`config.mk`:
```
export PLATFORM = sky130hd
export DESIGN_NAME = per_host_sliding_rate_limiter_unit
export DESIGN_NICKNAME = d
export VERILOG_FILES = /design/src/sv/phsrl_pkg.sv /design/src/sv/phsrl_front.sv /design/src/sv/phsrl_back.sv /design/src/sv/per_host_sliding_rate_limiter_unit.sv
export VERILOG_INCLUDE_DIRS = /design/src /design/src/sv
export SDC_FILE = /design/constraint.sdc
export NUM_CORES = 2
export LEC_CHECK = 0
export ABC_CLOCK_PERIOD_IN_PS = 8010
export BUFFER_PORTS_ARGS = -buffer_cell sky130_fd_sc_hd__buf_2
export CAP_MARGIN = 10
export CORE_ASPECT_RATIO = 2
export CORE_UTILIZATION = 50
export CTS_BUF_LIST = sky130_fd_sc_hd__clkbuf_4 sky130_fd_sc_hd__clkbuf_8 sky130_fd_sc_hd__clkbuf_16
export DETAILED_ROUTE_END_ITERATION = 10
export PLACE_DENSITY = 0.65
export SLEW_MARGIN = 20
export SYNTH_ARGS = -nofsm -noshare
export SYNTH_HDL_FRONTEND = slang
export SYNTH_SLANG_ARGS = --single-unit
```
`constraint.sdc`:
```
create_clock -name clk_i -period 8.01 [get_ports clk_i]
set_input_delay 0.801 -clock clk_i [delete_from_list [all_inputs] [get_ports clk_i]]
set_output_delay 0.801 -clock clk_i [all_outputs]
set_load 0.02 [all_outputs]
```
`src/sv/assert_macros.svh`:
```
// assertion macros
`ifndef ASSERT_MACROS_SVH
`define ASSERT_MACROS_SVH
`ifndef SYNTHESIS
`define ASSERT_IMPL(lbl, ante, cons) \
  lbl: assert property (@(posedge clk_i) disable iff (!rst_ni) (ante) |-> (cons)) \
    else $error("assertion failed");
`define ASSERT_NEXT(lbl, ante, cons) \
  lbl: assert property (@(posedge clk_i) disable iff (!rst_ni) (ante) |=> (cons)) \
    else $error("assertion failed");
`else
`define ASSERT_IMPL(lbl, ante, cons)
`define ASSERT_NEXT(lbl, ante, cons)
`endif
`endif

```
`src/sv/phsrl_pkg.sv`:
```
`default_nettype none
package phsrl_pkg;
  localparam int unsigned HostEntries  = 16;
  localparam int unsigned PendingDepth = 64;
  localparam int unsigned HostW  = $clog2(HostEntries);
  localparam int unsigned PendW  = $clog2(PendingDepth);

  localparam logic [1:0] ReqTick    = 2'd0;
  localparam logic [1:0] ReqCheck   = 2'd1;
  localparam logic [1:0] ReqInstall = 2'd2;
  localparam logic [1:0] ReqSpare   = 2'd3;

  localparam logic [1:0] StOk      = 2'd0;
  localparam logic [1:0] StUnknown = 2'd1;
  localparam logic [1:0] StOver    = 2'd2;
  localparam logic [1:0] StFull    = 2'd3;

  localparam logic [15:0] WindowReset = 16'd1000;

  typedef struct packed {
    logic [1:0]  req_type;
    logic [31:0] host_ip;
    logic [7:0]  new_limit;
  } req_t;

  typedef struct packed {
    logic       allowed;
    logic [1:0] status;
    logic [7:0] current_count;
  } rsp_t;

  // classified item handed from front to back
  typedef struct packed {
    logic [1:0]       req_type;
    logic             hit;
    logic [HostW-1:0] hit_idx;
    logic             has_free;
    logic [HostW-1:0] free_idx;
    logic [31:0]      host_ip;
    logic [7:0]       new_limit;
  } cls_t;
endpackage
`default_nettype wire

```
`src/sv/phsrl_front.sv`:
```
`default_nettype none
`include "assert_macros.svh"
module phsrl_front (
  input  wire logic                     clk_i,
  input  wire logic                     rst_ni,
  input  wire logic                     in_valid,
  output logic                          in_stall,
  input  wire phsrl_pkg::req_t          in_data_i,
  input  wire logic [phsrl_pkg::HostEntries-1:0] valid_i,
  input  wire logic [phsrl_pkg::HostEntries-1:0][31:0] addr_i,
  input  wire logic                     busy_i,
  output logic                          q_valid_o,
  input  wire logic                     q_pop_i,
  output phsrl_pkg::cls_t               q_data_o
);
  // one item may be in the queue or back at a time, since lookups read table state
  phsrl_pkg::cls_t cls_q;
  logic            full_q, full_d;
  phsrl_pkg::cls_t cls_d;
  logic            take;

  assign in_stall = full_q || busy_i;
  assign take     = in_valid && !in_stall;

  always_comb begin
    cls_d           = '0;
    cls_d.req_type  = in_data_i.req_type;
    cls_d.host_ip   = in_data_i.host_ip;
    cls_d.new_limit = in_data_i.new_limit;
    for (int i = phsrl_pkg::HostEntries - 1; i >= 0; i--) begin
      if (valid_i[i] && addr_i[i] == in_data_i.host_ip) begin
        cls_d.hit     = 1'b1;
        cls_d.hit_idx = i[phsrl_pkg::HostW-1:0];
      end
      if (!valid_i[i]) begin
        cls_d.has_free = 1'b1;
        cls_d.free_idx = i[phsrl_pkg::HostW-1:0];
      end
    end
  end

  always_comb begin
    full_d = full_q;
    if (q_pop_i) full_d = 1'b0;
    if (take) full_d = 1'b1;
  end

  always_ff @(posedge clk_i or negedge rst_ni) begin
    if (!rst_ni) begin
      full_q <= 1'b0;
    end else begin
      full_q <= full_d;
    end
  end

  always_ff @(posedge clk_i) begin
    if (take) cls_q <= cls_d;
  end

  assign q_valid_o = full_q;
  assign q_data_o  = cls_q;

  `ASSERT_IMPL(a_no_take_when_full, full_q, !take)
  `ASSERT_IMPL(a_pop_only_full, q_pop_i, full_q)
  `ASSERT_NEXT(a_take_fills, take, full_q)
endmodule
`default_nettype wire

```
`src/sv/phsrl_back.sv`:
```
`default_nettype none
`include "assert_macros.svh"
module phsrl_back (
  input  wire logic                     clk_i,
  input  wire logic                     rst_ni,
  input  wire logic [15:0]              window_i,
  input  wire logic                     q_valid_i,
  output logic                          q_pop_o,
  input  wire phsrl_pkg::cls_t          q_data_i,
  output logic [phsrl_pkg::HostEntries-1:0] valid_o,
  output logic [phsrl_pkg::HostEntries-1:0][31:0] addr_o,
  output logic                          busy_o,
  output logic                          out_valid,
  input  wire logic                     out_stall,
  output phsrl_pkg::rsp_t               out_data_o
);
  typedef enum logic [1:0] {S_IDLE, S_RETIRE, S_EXP, S_OUT} state_e;
  localparam int unsigned PW = phsrl_pkg::PendW;
  localparam int unsigned HW = phsrl_pkg::HostW;

  state_e state_q;
  logic [phsrl_pkg::HostEntries-1:0]       valid_q;
  logic [phsrl_pkg::HostEntries-1:0][31:0] addr_q;
  logic [phsrl_pkg::HostEntries-1:0][7:0]  cnt_q;
  logic [phsrl_pkg::HostEntries-1:0][7:0]  lim_q;
  logic [HW-1:0] slot_mem [phsrl_pkg::PendingDepth];
  logic [31:0]   time_mem [phsrl_pkg::PendingDepth];
  logic [PW-1:0] head_q, tail_q;
  logic [PW:0]   fill_q;
  logic [31:0]   now_q;
  logic [HW-1:0] rd_slot_q;
  logic [31:0]   rd_time_q;
  phsrl_pkg::rsp_t rsp_q;
  logic [31:0]   diff;

  assign valid_o    = valid_q;
  assign addr_o     = addr_q;
  assign out_valid  = (state_q == S_OUT);
  assign out_data_o = rsp_q;
  assign busy_o     = (state_q != S_IDLE) || q_valid_i;
  assign q_pop_o    = (state_q == S_IDLE) && q_valid_i;
  assign diff       = now_q - rd_time_q;

  always_ff @(posedge clk_i) begin
    rd_slot_q <= slot_mem[head_q];
    rd_time_q <= time_mem[head_q];
    if (q_pop_o && q_data_i.req_type == phsrl_pkg::ReqCheck && q_data_i.hit
        && cnt_q[q_data_i.hit_idx] < lim_q[q_data_i.hit_idx]
        && fill_q < (PW+1)'(phsrl_pkg::PendingDepth)) begin
      slot_mem[tail_q] <= q_data_i.hit_idx;
      time_mem[tail_q] <= now_q + 32'(window_i);
    end
    if (q_pop_o && q_data_i.req_type == phsrl_pkg::ReqInstall) begin
      if (q_data_i.hit) begin
        lim_q[q_data_i.hit_idx] <= q_data_i.new_limit;
      end else if (q_data_i.has_free) begin
        addr_q[q_data_i.free_idx] <= q_data_i.host_ip;
        lim_q[q_data_i.free_idx]  <= q_data_i.new_limit;
      end
    end
  end

  always_ff @(posedge clk_i or negedge rst_ni) begin
    if (!rst_ni) begin
      state_q <= S_IDLE;
      valid_q <= '0;
      cnt_q   <= '0;
      head_q  <= '0;
      tail_q  <= '0;
      fill_q  <= '0;
      now_q   <= '0;
      rsp_q   <= '0;
    end else begin
      unique case (state_q)
        S_IDLE: begin
          if (q_valid_i) begin
            unique case (q_data_i.req_type)
              phsrl_pkg::ReqTick: begin
                rsp_q   <= '0;
                now_q   <= now_q + 32'd1;
                state_q <= S_RETIRE;
              end
              phsrl_pkg::ReqCheck: begin
                state_q <= S_OUT;
                if (!q_data_i.hit) begin
                  rsp_q <= '{allowed: 1'b0, status: phsrl_pkg::StUnknown,
                             current_count: 8'd0};
                end else if (cnt_q[q_data_i.hit_idx] >= lim_q[q_data_i.hit_idx]) begin
                  rsp_q <= '{allowed: 1'b0, status: phsrl_pkg::StOver,
                             current_count: cnt_q[q_data_i.hit_idx]};
                end else if (fill_q >= (PW+1)'(phsrl_pkg::PendingDepth)) begin
                  rsp_q <= '{allowed: 1'b0, status: phsrl_pkg::StFull,
                             current_count: cnt_q[q_data_i.hit_idx]};
                end else begin
                  cnt_q[q_data_i.hit_idx] <= cnt_q[q_data_i.hit_idx] + 8'd1;
                  rsp_q <= '{allowed: 1'b1, status: phsrl_pkg::StOk,
                             current_count: cnt_q[q_data_i.hit_idx] + 8'd1};
                  tail_q <= (tail_q == PW'(phsrl_pkg::PendingDepth - 1)) ? '0
                            : tail_q + 1'b1;
                  fill_q <= fill_q + 1'b1;
                end
              end
              phsrl_pkg::ReqInstall: begin
                state_q <= S_OUT;
                if (q_data_i.hit) begin
                  rsp_q <= '{allowed: 1'b0, status: phsrl_pkg::StOk,
                             current_count: cnt_q[q_data_i.hit_idx]};
                end else if (q_data_i.has_free) begin
                  rsp_q <= '0;
                  valid_q[q_data_i.free_idx] <= 1'b1;
                  cnt_q[q_data_i.free_idx]   <= '0;
                end else begin
                  rsp_q <= '{allowed: 1'b0, status: phsrl_pkg::StFull,
                             current_count: 8'd0};
                end
              end
              default: begin
                rsp_q   <= '0;
                state_q <= S_OUT;
              end
            endcase
          end
        end
        S_RETIRE: begin
          // memory read of head settles
          state_q <= S_EXP;
        end
        S_EXP: begin
          if (fill_q != '0 && !diff[31]) begin
            if (cnt_q[rd_slot_q] != 8'd0) cnt_q[rd_slot_q] <= cnt_q[rd_slot_q] - 8'd1;
            head_q <= (head_q == PW'(phsrl_pkg::PendingDepth - 1)) ? '0 : head_q + 1'b1;
            fill_q <= fill_q - 1'b1;
            state_q <= S_RETIRE;
          end else begin
            state_q <= S_OUT;
          end
        end
        S_OUT: begin
          if (!out_stall) state_q <= S_IDLE;
        end
        default: state_q <= S_IDLE;
      endcase
    end
  end

  `ASSERT_IMPL(a_fill_bound, 1'b1, fill_q <= (PW+1)'(phsrl_pkg::PendingDepth))
  `ASSERT_IMPL(a_allowed_ok, out_valid && rsp_q.allowed, rsp_q.status == phsrl_pkg::StOk)
  `ASSERT_NEXT(a_out_hold, out_valid && out_stall, out_valid && $stable(rsp_q))
endmodule
`default_nettype wire

```
`src/sv/per_host_sliding_rate_limiter_unit.sv`:
```
// channel  | handshake            | payload
// in       | in_valid / in_stall  | in_data_i  (req_type, host_ip, new_limit)
// out      | out_valid / out_stall| out_data_o (allowed, status, current_count)
// cfg      | cfg_we               | cfg_wdata (window_ticks)
// check and install: an accepted item is registered in the front queue, then the back
// unit registers its result; tick: the back unit passes S_RETIRE and S_EXP, again per
// retired expiry, paced by the registered read of the expiry memory head
// one item in flight; the next is taken once the result has been taken
// reset clears host valid marks, counts, queue pointers and time; window 1000
`default_nettype none
module per_host_sliding_rate_limiter_unit (
  input  wire logic              clk_i,
  input  wire logic              rst_ni,
  input  wire logic              in_valid,
  output logic                   in_stall,
  input  wire phsrl_pkg::req_t   in_data_i,
  output logic                   out_valid,
  input  wire logic              out_stall,
  output phsrl_pkg::rsp_t        out_data_o,
  input  wire logic              cfg_we,
  input  wire logic [15:0]       cfg_wdata
);
  logic [15:0] window_q;
  logic        q_valid, q_pop, busy;
  phsrl_pkg::cls_t q_data;
  logic [phsrl_pkg::HostEntries-1:0]       valid_v;
  logic [phsrl_pkg::HostEntries-1:0][31:0] addr_v;

  always_ff @(posedge clk_i or negedge rst_ni) begin
    if (!rst_ni) begin
      window_q <= phsrl_pkg::WindowReset;
    end else if (cfg_we) begin
      window_q <= cfg_wdata;
    end
  end

  phsrl_front u_front (
    .clk_i, .rst_ni, .in_valid, .in_stall, .in_data_i,
    .valid_i(valid_v), .addr_i(addr_v), .busy_i(busy),
    .q_valid_o(q_valid), .q_pop_i(q_pop), .q_data_o(q_data)
  );

  phsrl_back u_back (
    .clk_i, .rst_ni, .window_i(window_q),
    .q_valid_i(q_valid), .q_pop_o(q_pop), .q_data_i(q_data),
    .valid_o(valid_v), .addr_o(addr_v), .busy_o(busy),
    .out_valid, .out_stall, .out_data_o
  );
endmodule
`default_nettype wire

```
==> metrics.txt <==
most frequent cells in the layout=edfxtp_1, mux4_2, xnor2_1; power density cells=307 nW/um2; fill cell count=19600; Max Clock Freq=0.151 GHz; H-tree levels=5; max-slew violation count=0; Area Growth Syn to Fin=12.5%; final instance area=149000 um2; I/O Buffers=75; DRC=2; MaxCap Viol Count=0; register area share after synthesis=0.725; initial antenna violation count=35; core box area=264000 um2; CTS Buffer Depth=4; most common cell after layout, fill and taps aside=edfxtp_1; largest net degree at the start of global routing=141; Total GRT Usage=0.295; Post-CTS Setup Inserts=0; GP Congestion=0.948; Post-CTS Hold Fix Bufs=0; CP Launch Type=register; Mapped Area=133000 um2; adder-cell share of the synthesized area=0.00662; Final Util=0.565; metal3 WL=22800 um; met2 routed WL=212000 um; Synth Area in XOR/XNOR=0.0392; root buf cell=clkbuf_16; Tightest Pin Transition=1.31 ns; TritonCTS buffer count=290; clk slew on worst S/H paths=0.07 ns; total vias in the final route=68700; share of layout cells above drive strength 1=0.264; starting density of the core=0.502; Synth Instances=6677; Die Wd=366 um; Post-synth EDFFs=2996; dpl hpwl=260000 um; Synth Area in Simple Gates=0.0352; DR top layer=met5; Pre-antenna DRT Iters=9; Leakage=45.8 nW; Ports=76; DRT iter0 DRCs=7341; post-synthesis compound-gate area fraction=0.0282; Final Cycle Share=0.828; ys async rst share=0.0691; dpl cell area=139000 um2; drt wl/cell=36.5 um; Fin Hold WS=-0.0157 ns; die height=731 um; final WL=393000 um; CTS tree=yes; CTS sink cnt=3257; Post-Syn Nets=6809; min cycle time layout=6.63 ns; worst vdd ir=0.353 mV; total gr overflow=0; critical path data required time=8.54 ns; Main synth FF type=edfxtp_1; Fin. Hold Viols=6; run status=finished with violations; mean post-synth cell area=19.9 um2; setup violators final=0; Ys Warns=0; CP Data Arrival Time=7.16 ns; Slew headroom=0.123; fin nets=7070; Synth Register Bits=3257; RSZ-0062 raised after global routing=false; vias in the first global route=70400; setup TNS=0 ns; die area=268000 um2; HP Class=input port to asynchronous set/reset pin; largest family of logic cells by synthesized area=multiplexers; post-synthesis cell type count=74; Clock Skew=0.0687 ns; post-CTS resize count=0; critical-path maximum fanout=21; critical path type=register to register; Detail Route Antenna Nets=0; first-pass GRT wire length=549000 um; worst skew pair latency=0.90 ns; Critical Path Sink Type=register; routed vias/inst=6.37; failing checks=design-rule violations, negative hold slack; length of routed wiring on met1=124000 um; FP Rows=267; post-synthesis mux area share=0.152
-- Yosys cell counts, types with 67 or more instances --
cell type / number / area (um2)
xor2_1: 126 / 1100
o2bb2ai_1: 80 / 701
clkbuf_1: 257 / 965
nor2b_1: 110 / 688
a22oi_1: 138 / 1040
nor2_1: 212 / 796
nand2_1: 153 / 574
inv_1: 74 / 278
xnor2_1: 461 / 4040
edfxtp_1: 2996 / 90000
ha_1: 67 / 838
mux4_2: 863 / 19400
nand4_1: 127 / 795
dfrtp_1: 219 / 5480
buf_1: 74 / 278
-- report_power, final --
part	internal (mW)	total [mW]	leakage, nW	switching, mW
clock network	7.95	14.2	4.73	6.30
logic	4.46	11.7	12.0	7.19
registers	19.2	20.0	29.1	0.771
total	31.7	45.9	45.8	14.3
-- metal layers --
metal | track usage | up-vias
met5 | 0 | -
met4 | 0.223 | 10
met3 | 0.0393 | 967
met2 | 0.536 | 3121
met1 | 0.310 | 36800
li1 | - | 27800
-- worst max-delay path: stages (launching register included) --
cell	delay [ns]
edfxtp_1	0.53
buf_4	0.46
buf_4	0.40
mux4_2	0.60
mux4_2	0.50
inv_1	0.08
ha_1	0.26
nor2b_1	0.16
or3_1	0.45
nor3_1	0.90
buf_4	0.25
and2_1	0.26
nand2_1	0.47
nor2_4	0.64
buf_12	0.27
-- metrics by stage --
stage               std cells  setup slack, ns  total power [mW]  hold WS [ns]
finish                  10800             1.38              45.9       -0.0157
global route            10800             1.24              47.0        0.0388
CTS                     10700             1.54              46.0        0.0376
detailed placement      10100             1.60              31.9         0.444
global placement        10100             1.61              31.8         0.433
floorplan                6677            0.506              27.1         0.467
-- registers in the layout, indices dropped and copies added (netlist names) --
name,count
u_back.rd_slot_q,4
u_back.tail_q,6
u_back.lim_q,128
u_back.state_q,2
u_back.time_mem,2048
u_back.rd_time_q,32
u_back.out_data_o,11
u_back.addr_o,512
u_back.now_q,32
u_back.cnt_q,128
u_back.valid_o,16
u_front.q_valid_o,1
window_q,16
u_back.fill_q,7
u_back.slot_mem,256
u_back.head_q,6
u_front.q_data_o,52
-- cell type report --
cell class / instances / area, um2 / area share
timing repair buffer: 328 / 2790 / 0.0187
clock inverter: 150 / 1490 / 0.00998
multi-input combinational: 2986 / 35700 / 0.239
antenna: 126 / 315 / 0.00211
tap: 3497 / 4380 / 0.0293
sequential: 3257 / 96300 / 0.645
inverter: 75 / 282 / 0.00188
clock buffer: 366 / 8010 / 0.0536
-- cell families after synthesis --
| kind of cell | Yosys count |
|---|---|
| flip-flops | 3257 |
| AO/OA/AOI/OAI | 496 |
| multiplexers | 932 |
| buffers and inverters | 434 |
| adder cells (fa/ha/maj) | 69 |
| AND/OR/NAND/NOR | 898 |
| XOR/XNOR | 591 |
-- final timing paths --
kind                       slack [ns]                  from                      end  depth (start not counted)
max in group asynchronous        6.47                rst_ni         u_back.head_q[0]                          2
hold / removal                  -0.02                rst_ni         u_back.cnt_q[47]                          1
setup / recovery                 1.38  u_front.q_data_o[45]  u_back.time_mem[40][12]                         14
hold reg to reg                  0.45   u_front.q_data_o[8]       u_back.addr_o[448]                          0
setup reg to reg                 1.38  u_front.q_data_o[45]  u_back.time_mem[40][12]                         14
min in group clk_i               0.10          in_data_i[2]      u_front.q_data_o[2]                          1
(Power assumes the default switching activity.)
